[src/rtl/core/dksr_pkg.sv]
// types, constants and the arctangent table of the spinor rotation block
// no dependencies
package dksr_pkg;

   localparam int WAVE_W     = 16;
   localparam int MAG_W      = 16;
   localparam int DT_W       = 16;
   localparam int PROD_P_W   = MAG_W + DT_W;
   localparam int TURN_W     = 29;
   localparam int TURN_PROD_W = PROD_P_W + TURN_W;
   localparam int PHASE_W    = 32;
   localparam int PHASE_LSB  = 24;
   localparam int CORDIC_W   = 34;
   localparam int SC_W       = 18;
   localparam int NUM_W      = SC_W + WAVE_W;
   localparam int ABS_W      = NUM_W - 1;
   localparam int QUO_W      = 17;
   localparam int DIV_LAT    = QUO_W + 2;
   localparam int FRAC_SHIFT = 15;
   localparam int ATAN_ENTRIES = 24;

   localparam logic [TURN_W-1:0]     TURN_SCALE   = 29'd341782638;
   localparam logic [CORDIC_W-1:0]   CORDIC_START = 34'd652032874;
   localparam logic [QUO_W-1:0]      UNIT_QUO     = 17'd32768;
   localparam logic [DT_W-1:0]       HALF_TIME_STEP_RESET = 16'd41;
   localparam logic [PHASE_W-1:0]    EIGHTH_TURN  = 32'h2000_0000;

   // register indexes
   localparam logic REG_HALF_TIME_STEP = 1'b0;

   // quadrant codes
   localparam logic [1:0] QUAD_0 = 2'd0;
   localparam logic [1:0] QUAD_1 = 2'd1;
   localparam logic [1:0] QUAD_2 = 2'd2;
   localparam logic [1:0] QUAD_3 = 2'd3;

   typedef struct packed {
      logic                       valid;
      logic [1:0]                 quad;
      logic signed [CORDIC_W-1:0] angle;
   } rot_in_type;

   typedef struct packed {
      logic                       valid;
      logic [1:0]                 quad;
      logic signed [CORDIC_W-1:0] x;
      logic signed [CORDIC_W-1:0] y;
   } rot_out_type;

   typedef struct packed {
      logic                    valid;
      logic signed [NUM_W-1:0] num_x;
      logic signed [NUM_W-1:0] num_y;
      logic [MAG_W-1:0]        mag;
   } div_in_type;

   typedef struct packed {
      logic                    valid;
      logic signed [QUO_W-1:0] bx;
      logic signed [QUO_W-1:0] by;
   } div_out_type;

   // arctangent of 2^-i in 2^-32 turn units
   function automatic logic [31:0] atan_turn(input logic [4:0] idx);
      logic [31:0] v;
      unique case (idx)
         5'd0:    v = 32'd536870912;
         5'd1:    v = 32'd316933406;
         5'd2:    v = 32'd167458907;
         5'd3:    v = 32'd85004756;
         5'd4:    v = 32'd42667331;
         5'd5:    v = 32'd21354465;
         5'd6:    v = 32'd10679838;
         5'd7:    v = 32'd5340245;
         5'd8:    v = 32'd2670163;
         5'd9:    v = 32'd1335087;
         5'd10:   v = 32'd667544;
         5'd11:   v = 32'd333772;
         5'd12:   v = 32'd166886;
         5'd13:   v = 32'd83443;
         5'd14:   v = 32'd41722;
         5'd15:   v = 32'd20861;
         5'd16:   v = 32'd10430;
         5'd17:   v = 32'd5215;
         5'd18:   v = 32'd2608;
         5'd19:   v = 32'd1304;
         5'd20:   v = 32'd652;
         5'd21:   v = 32'd326;
         5'd22:   v = 32'd163;
         5'd23:   v = 32'd81;
         default: v = 32'd0;
      endcase
      return v;
   endfunction

endpackage

[src/rtl/core/dksr_div.sv]
// two-lane pipelined restoring divider, one quotient bit per stage,
// truncating toward zero and clamped to plus or minus one; depends on dksr_pkg
module dksr_div (
   input  logic                 clock,
   input  logic                 reset,
   input  dksr_pkg::div_in_type  div_in,
   output dksr_pkg::div_out_type div_out
);
   import dksr_pkg::*;

   // front stage: magnitudes, signs and overflow
   logic             pre_valid_ff;
   logic [MAG_W-1:0] pre_mag_ff;
   logic [1:0]       pre_neg_ff, pre_ovf_ff;
   logic [ABS_W-1:0] pre_abs_ff [2];
   logic [1:0]       pre_neg_in, pre_ovf_in;
   logic [ABS_W-1:0] pre_abs_in [2];

   // bit stages
   logic [QUO_W-1:0] st_valid_ff, st_valid_in;
   logic [MAG_W-1:0] st_mag_ff [QUO_W];
   logic [1:0]       st_neg_ff [QUO_W];
   logic [1:0]       st_ovf_ff [QUO_W];
   logic [ABS_W-1:0] st_rem_ff [QUO_W][2];
   logic [QUO_W-1:0] st_quo_ff [QUO_W][2];
   logic [ABS_W-1:0] st_rem_in [QUO_W][2];
   logic [QUO_W-1:0] st_quo_in [QUO_W][2];

   // output stage
   logic                    out_valid_ff;
   logic signed [QUO_W-1:0] out_q_ff [2];
   logic signed [QUO_W-1:0] out_q_in [2];

   always_comb begin
      logic signed [NUM_W-1:0] n;
      logic        [NUM_W-1:0] a;
      for (int l = 0; l < 2; l++) begin
         n = (l == 0) ? div_in.num_x : div_in.num_y;
         a = n[NUM_W-1] ? unsigned'(-n) : unsigned'(n);
         pre_neg_in[l] = n[NUM_W-1];
         pre_abs_in[l] = a[ABS_W-1:0];
         pre_ovf_in[l] = (a[ABS_W-1:0] >= {div_in.mag, {QUO_W{1'b0}}});
      end
   end

   // restoring steps, most significant quotient bit first
   always_comb begin
      logic [ABS_W-1:0] rp, trial;
      logic [QUO_W-1:0] qp;
      logic [MAG_W-1:0] mp;
      for (int k = 0; k < QUO_W; k++) begin
         st_valid_in[k] = (k == 0) ? pre_valid_ff : st_valid_ff[k-1];
         mp = (k == 0) ? pre_mag_ff : st_mag_ff[k-1];
         for (int l = 0; l < 2; l++) begin
            rp = (k == 0) ? pre_abs_ff[l] : st_rem_ff[k-1][l];
            qp = (k == 0) ? '0 : st_quo_ff[k-1][l];
            trial = ABS_W'(mp) << (QUO_W - 1 - k);
            if (rp >= trial) begin
               st_rem_in[k][l] = rp - trial;
               st_quo_in[k][l] = qp | (QUO_W'(1) << (QUO_W - 1 - k));
            end else begin
               st_rem_in[k][l] = rp;
               st_quo_in[k][l] = qp;
            end
         end
      end
   end

   // clamp and restore sign
   always_comb begin
      logic [QUO_W-1:0] q;
      for (int l = 0; l < 2; l++) begin
         q = st_quo_ff[QUO_W-1][l];
         if (st_ovf_ff[QUO_W-1][l] || q > UNIT_QUO) begin
            q = UNIT_QUO;
         end
         out_q_in[l] = st_neg_ff[QUO_W-1][l] ? -signed'(q) : signed'(q);
      end
   end

   always_ff @(posedge clock) begin
      if (reset) begin
         pre_valid_ff <= 1'b0;
         st_valid_ff  <= '0;
         out_valid_ff <= 1'b0;
      end else begin
         pre_valid_ff <= div_in.valid;
         st_valid_ff  <= st_valid_in;
         out_valid_ff <= st_valid_ff[QUO_W-1];
      end
      pre_mag_ff <= div_in.mag;
      pre_neg_ff <= pre_neg_in;
      pre_ovf_ff <= pre_ovf_in;
      pre_abs_ff <= pre_abs_in;
      for (int k = 0; k < QUO_W; k++) begin
         st_mag_ff[k] <= (k == 0) ? pre_mag_ff : st_mag_ff[k-1];
         st_neg_ff[k] <= (k == 0) ? pre_neg_ff : st_neg_ff[k-1];
         st_ovf_ff[k] <= (k == 0) ? pre_ovf_ff : st_ovf_ff[k-1];
         st_rem_ff[k] <= st_rem_in[k];
         st_quo_ff[k] <= st_quo_in[k];
      end
      out_q_ff <= out_q_in;
   end

   assign div_out.valid = out_valid_ff;
   assign div_out.bx    = out_q_ff[0];
   assign div_out.by    = out_q_ff[1];

endmodule

[config.mk]
export PLATFORM = sky130hd
export DESIGN_NAME = dksr_div
export DESIGN_NICKNAME = d
export VERILOG_FILES = /design/src/rtl/core/dksr_pkg.sv /design/src/rtl/core/dksr_div.sv
export SDC_FILE = /design/constraint.sdc
export NUM_CORES = 2
export LEC_CHECK = 0
export ABC_AREA = 1
export BUFFER_PORTS_ARGS = -buffer_cell sky130_fd_sc_hd__buf_2
export CORE_ASPECT_RATIO = 1.4
export CORE_MARGIN = 8
export CORE_UTILIZATION = 50
export CTS_BUF_LIST = sky130_fd_sc_hd__clkbuf_4 sky130_fd_sc_hd__clkbuf_8 sky130_fd_sc_hd__clkbuf_16
export DETAILED_ROUTE_END_ITERATION = 12
export PLACE_DENSITY = 0.67
export SLEW_MARGIN = 5
export SYNTH_ARGS = -nofsm -noshare
export SYNTH_HDL_FRONTEND = slang
export SYNTH_SLANG_ARGS = --single-unit
[constraint.sdc]
create_clock -name clock -period 3 [get_ports clock]
set_input_delay 0.15 -clock clock [delete_from_list [all_inputs] [get_ports clock]]
set_output_delay 0.15 -clock clock [all_outputs]
set_load 0.1 [all_outputs]
### Yosys cells after proc, flatten, opt, wreduce, memory -nomap -nowiden

Memories as Yosys holds them, arrays and structs flattened.
Index checks and enable logic that the tools add are counted.
Widths: inputs -> output; s select.

| word-level totals | value |
|---|---|
| input bits | 87 |
| output and inout bits | 35 |
| memory bits (writable) | 2040 |
| bits in registers | 139 |
| memories | 5 |

Memories:

| memory | depth | bits a word | read ports | clocked after memory_dff | wr ports | line | RTL |
|---|---|---|---|---|---|---|---|
| st_rem_ff | 17 | 66 | 16 | 0 | 17 | dksr_div.sv:24 | `logic [ABS_W-1:0] st_rem_ff [QUO_W][2];` |
| st_quo_ff | 17 | 34 | 17 | 0 | 17 | dksr_div.sv:25 | `logic [QUO_W-1:0] st_quo_ff [QUO_W][2];` |
| st_mag_ff | 17 | 16 | 16 | 0 | 17 | dksr_div.sv:21 | `logic [MAG_W-1:0] st_mag_ff [QUO_W];` |
| st_neg_ff | 17 | 2 | 17 | 0 | 17 | dksr_div.sv:22 | `logic [1:0] st_neg_ff [QUO_W];` |
| st_ovf_ff | 17 | 2 | 17 | 0 | 17 | dksr_div.sv:23 | `logic [1:0] st_ovf_ff [QUO_W];` |

| cells by class | value |
|---|---|
| reduce and logical (&&, ||, !) cells | 2 |
| muxes and demuxes | 74 |
| add/subtract/negate cells | 38 |
| $lt $le $gt $ge | 38 |

Operators by type and width:

| operator | number |
|---|---|
| $mux 33 | 36 |
| $mux 17 | 6 |
| $ge 33x16->1 | 2 |
| $ge 33x17->1 | 2 |
| $ge 33x18->1 | 2 |
| $ge 33x19->1 | 2 |
| $ge 33x20->1 | 2 |
| $ge 33x21->1 | 2 |
| $ge 33x22->1 | 2 |
| $ge 33x23->1 | 2 |
| $ge 33x24->1 | 2 |
| $ge 33x25->1 | 2 |
| $ge 33x26->1 | 2 |
| $ge 33x27->1 | 2 |
| $ge 33x28->1 | 2 |
| $ge 33x29->1 | 2 |
| $ge 33x30->1 | 2 |
| $ge 33x31->1 | 2 |
| $ge 33x32->1 | 2 |
| $ge 33x33->1 | 2 |
| $neg 33->33 | 2 |
| $sub 33x16->33 | 2 |
| $sub 33x17->33 | 2 |
| $sub 33x18->33 | 2 |
| other kinds (33) | 66 |

### Depth between registers and ports, before layout

An unclocked memory read counts as a cell.

| depth | value |
|---|---|
| depth in word-level cells | 6 |
| gate-level depth with buffers | 22 |

### Least setup slack after synthesis

OpenSTA, ideal clock, no wires.

| timing | value |
|---|---|
| kind | input -> register |
| from | input port div_in[17] (netlist name) |
| to | register pre_ovf_ff[1] |
| cell stages on the path | 20 |
| data arrival time | 2.335 ns |
| library setup time | 0.058 ns |
| required time | 2.942 ns |
| path slack | 0.607 ns |
| path through | inv_1 -> ha_1 -> nand3_1 -> nor2_1 -> nand3_1 -> o21ai_2 -> o21ai_1 -> o21bai_1 -> nand2_1 -> ha_1 -> nand4_1 -> nor2_1 -> nand2_1 -> nor2_1 -> nand3_1 -> nor2_1 -> nand3_1 -> nor2_1 -> nand2_1 -> nand2_1 |

RTL lines:

| element | line | RTL |
|---|---|---|
| start, declared | dksr_div.sv:6 | `input dksr_pkg::div_in_type div_in,` |
| end signal, assigned | dksr_div.sv:93 | `pre_ovf_ff <= pre_ovf_in;` |
| end, declared | dksr_div.sv:14 | `logic [1:0] pre_neg_ff, pre_ovf_ff;` |

==> results.md <==
* Hold Fails Final Rpt at 0
* Most frequent cell after synthesis: nand2_1
* Max FO, Critical Path at 32
* Routed WL at approximately 300000 µm
* Final Slew Violations at 0
* WL/cell at 20.1 µm
* Area leader, netlist: dfxtp_1
* Row cnt at 183
* Seq cells post-synth at between 1.5k and 2k
* Reg2reg path depth at 13
* Total number of vias at 80.3k
* Chip height at just over 500 µm
* Number of vias per cell at about 5.3
* Avg Inst Size Synth at roughly 7.5 µm²
* Pre-antenna DRT Iters at 6
* Critical Path Sink Type: flop
* Share of cells above drive strength 1 at 0.0800
* Final min period at 2.89 ns
* Top cells by area, synth: dfxtp_1 41%, nand2_1 13%, ha_1 8.1%
* Power Density at 1120 nW/µm²
* Unique masters post-synth at 69
* Inserted Clock Buffers at roughly 170
* Outcome: completed
* Seq/Total Area, Yosys at 0.408
* Mapped Area at slightly below 90000 µm²
* Crit path from: st_mag_ff[0][50]
* Place WS at -0.0486 ns
* Main synth FF type: dfxtp_1
* Port-buffer cells at ~120
* Clock Skew at ~0.053 ns
* Share of the synthesized area in the top cell type at 0.408
* Final ANT Viol Nets at 0
* RSZ-0062 raised after global routing: yes
* Largest net degree at the start of global routing at 43
* CTS tree: done
* Cells after DPL at 14.6k
* Total power at 0.114 W
* Total GRT Usage at 0.302
* Vias in the first global route at roughly 80k
* Hpwl dp at roughly 250000 µm
* Total congestion overflow at 0
* Critical path type: flop to flop
* Max H-tree Level at 4
* Clock sinks at approximately 1.8k
* Crit path DAT at 3.54 ns
* Remaining DRCs at 0
* Mapped Cells at about 12k
* Data required time of the worst path at approximately 3.7 ns
* Cells on Worst Hold Path at 2
* Final period utilization at 0.964
* Reg-to-Reg End: st_rem_ff[0][276]
* Root Buffer: clkbuf_16
* Worst-Skew Late Latency at 0.85 ns
* Design Area, Final at between 100000 and 150000 µm²
* Nets at 13.3k
* Routability cong. at 1.02
* Post-synth EDFFs at 0
* Antenna violations before repair at 9
* Initial DRC count at 4882
* Reg2Reg Launch Point: st_mag_ff[0][50]
* Slew @ Worst Pin at roughly 0.93 ns
* Synth warnings at 0
* Final setup violation count at 0
* Syn Nets at 12.7k
* Core area at ~180000 µm²
* Die width at roughly 370 µm
* Post-synth top cells: 3114 x nand2_1, 1825 x dfxtp_1, 1472 x inv_1
* Synth async-reset ratio at 0
* Ports at 122
* Full die area at 193000 µm²
* Worst R2R Setup Slack at 0.11 ns
* Hold Crit Start: div_in[0]
* Hold path endpoint: pre_mag_ff[0]
* Clock Tree Buf Depth at 3
* Relative slew margins at 0.376
* Setup slack after layout at 0.107 ns
* Placed Area at 94000 µm²
* Critical Path Source Type: flop
* Initial Util at 0.504
* Leak at 47.9 nW
* Max Cap Viol at 0
* Peak VDD IR at 0.754 mV
* Filler cells at ~17k
* Area grow syn2layout at 14.4%
* Non-filler cells, final at 15.1k
* Setup_tns at 0 ns
* First-pass GRT wire length at 456000 µm
* Reg clk slew, reported paths at 0.06 ns
* Fmax at 346 MHz
* Worst Hold Class: input port to flop
## stage by stage
stage / utilization / hold WS [ns]
after floorplan: - / 0.178
after global placement: 0.529 / 0.266
after detailed placement: 0.529 / 0.268
after CTS: 0.575 / 0.0232
after global routing: 0.576 / 0.0377
final: 0.576 / 0.0778
## kinds of logic after synthesis
logic type,Yosys count,synth area share
fa+ha+maj,612,0.0883
mux,1,0.000112
flops,1825,0.408
xor+xnor,477,0.0467
simple gates,5700,0.271
buf+inv,1626,0.0737
compound gates,1767,0.112
## worst max-delay path, stage by stage, from the launching register on
cell      delay, ns
dfxtp_1        0.52
inv_1          0.15
ha_1           0.38
nand3b_1       0.09
nand2_1        0.17
nand2_1        0.11
nand2_2        0.10
nand3_1        0.08
nand2_1        0.12
nand2_1        0.11
nand3_2        0.10
inv_2          0.05
buf_12         0.15
o21ai_0        0.54
## area by class of cell
| class | instances | area [µm²] | area share |
|---|---|---|---|
| Multi-Input combinational cell | 8557 | 46500 | 0.454 |
| Sequential cell | 1825 | 36500 | 0.357 |
| Inverter | 1499 | 5640 | 0.0552 |
| Clock buffer | 227 | 4910 | 0.0480 |
| Timing Repair Buffer | 546 | 4480 | 0.0438 |
| Tap cell | 2312 | 2890 | 0.0283 |
| Clock inverter | 93 | 1390 | 0.0136 |
| Antenna cell | 11 | 27.5 | 0.000269 |
## registers in the layout, indices dropped and copies added (netlist names), 2 cells and up
| signal | count |
|---|---|
| pre_ovf_ff | 2 |
| st_mag_ff | 256 |
| st_neg_ff | 34 |
| st_quo_ff | 306 |
| div_out | 34 |
| pre_mag_ff | 16 |
| st_rem_ff | 1056 |
| pre_neg_ff | 2 |
| st_valid_ff | 17 |
| st_ovf_ff | 34 |
| pre_abs_ff | 66 |
## metal layers
metal	vias to the layer above	wire (µm)	track usage
met3	949	10000	0.0333
met2	2239	158000	0.584
met1	37000	106000	0.289
met5	-	11	0
li1	40100	-	-
met4	2	28600	0.238
## worst max path at each step
| stage | slack [ns] | to | cells after the start |
|---|---|---|---|
| 3_3_place_gp | -0.12 | pre_ovf_ff[1] | 18 |
| 2_1_floorplan | 0.61 | pre_ovf_ff[1] | 20 |
| 6_report | 0.11 | st_rem_ff[0][276] | 13 |
| 3_5_place_dp | -0.05 | pre_ovf_ff[1] | 18 |
| 4_1_cts | 0.09 | st_rem_ff[0][212] | 10 |
| 5_1_grt | -0.12 | pre_ovf_ff[0] | 21 |
## placed cells by master (no fill, tap or decap), types with 53 or more instances in the layout
master         netlist  layout
clkbuf_16            0     174
a21o_1              82      82
xor2_1             205     205
o21ai_1            159     160
nand3_1            618     616
dfxtp_1           1825    1824
nand2_1           3114    3110
buf_2               56     121
ha_1               580     578
xnor2_1            272     272
a21oi_1            707     707
nor2_1            1213    1197
nor4_1              86      86
nand4_1            217     217
nor3_1             167     166
buf_4               17     222
nand3b_1           113     113
dlygate4sd3_1        0     185
o21bai_1            53      53
o21ai_2             92      92
o21ai_0            526     525
inv_1             1472    1472
or2_2               54      54
## timing repair
item,4_1_cts,5_1_grt
setup buffers,0,4
hold buffers,185,0
endpoints found under the setup margin,0,29
hold endpoints to repair,105,0
resized for setup,0,33
## power by group
part | internal (W) | switching, W | total [W]
Sequential | 0.0317 | 0.00625 | 0.0380
Clock | 0.0136 | 0.0101 | 0.0237
Combinational | 0.0191 | 0.0335 | 0.0526
No activity file was read; power rests on OpenSTA's default activity.
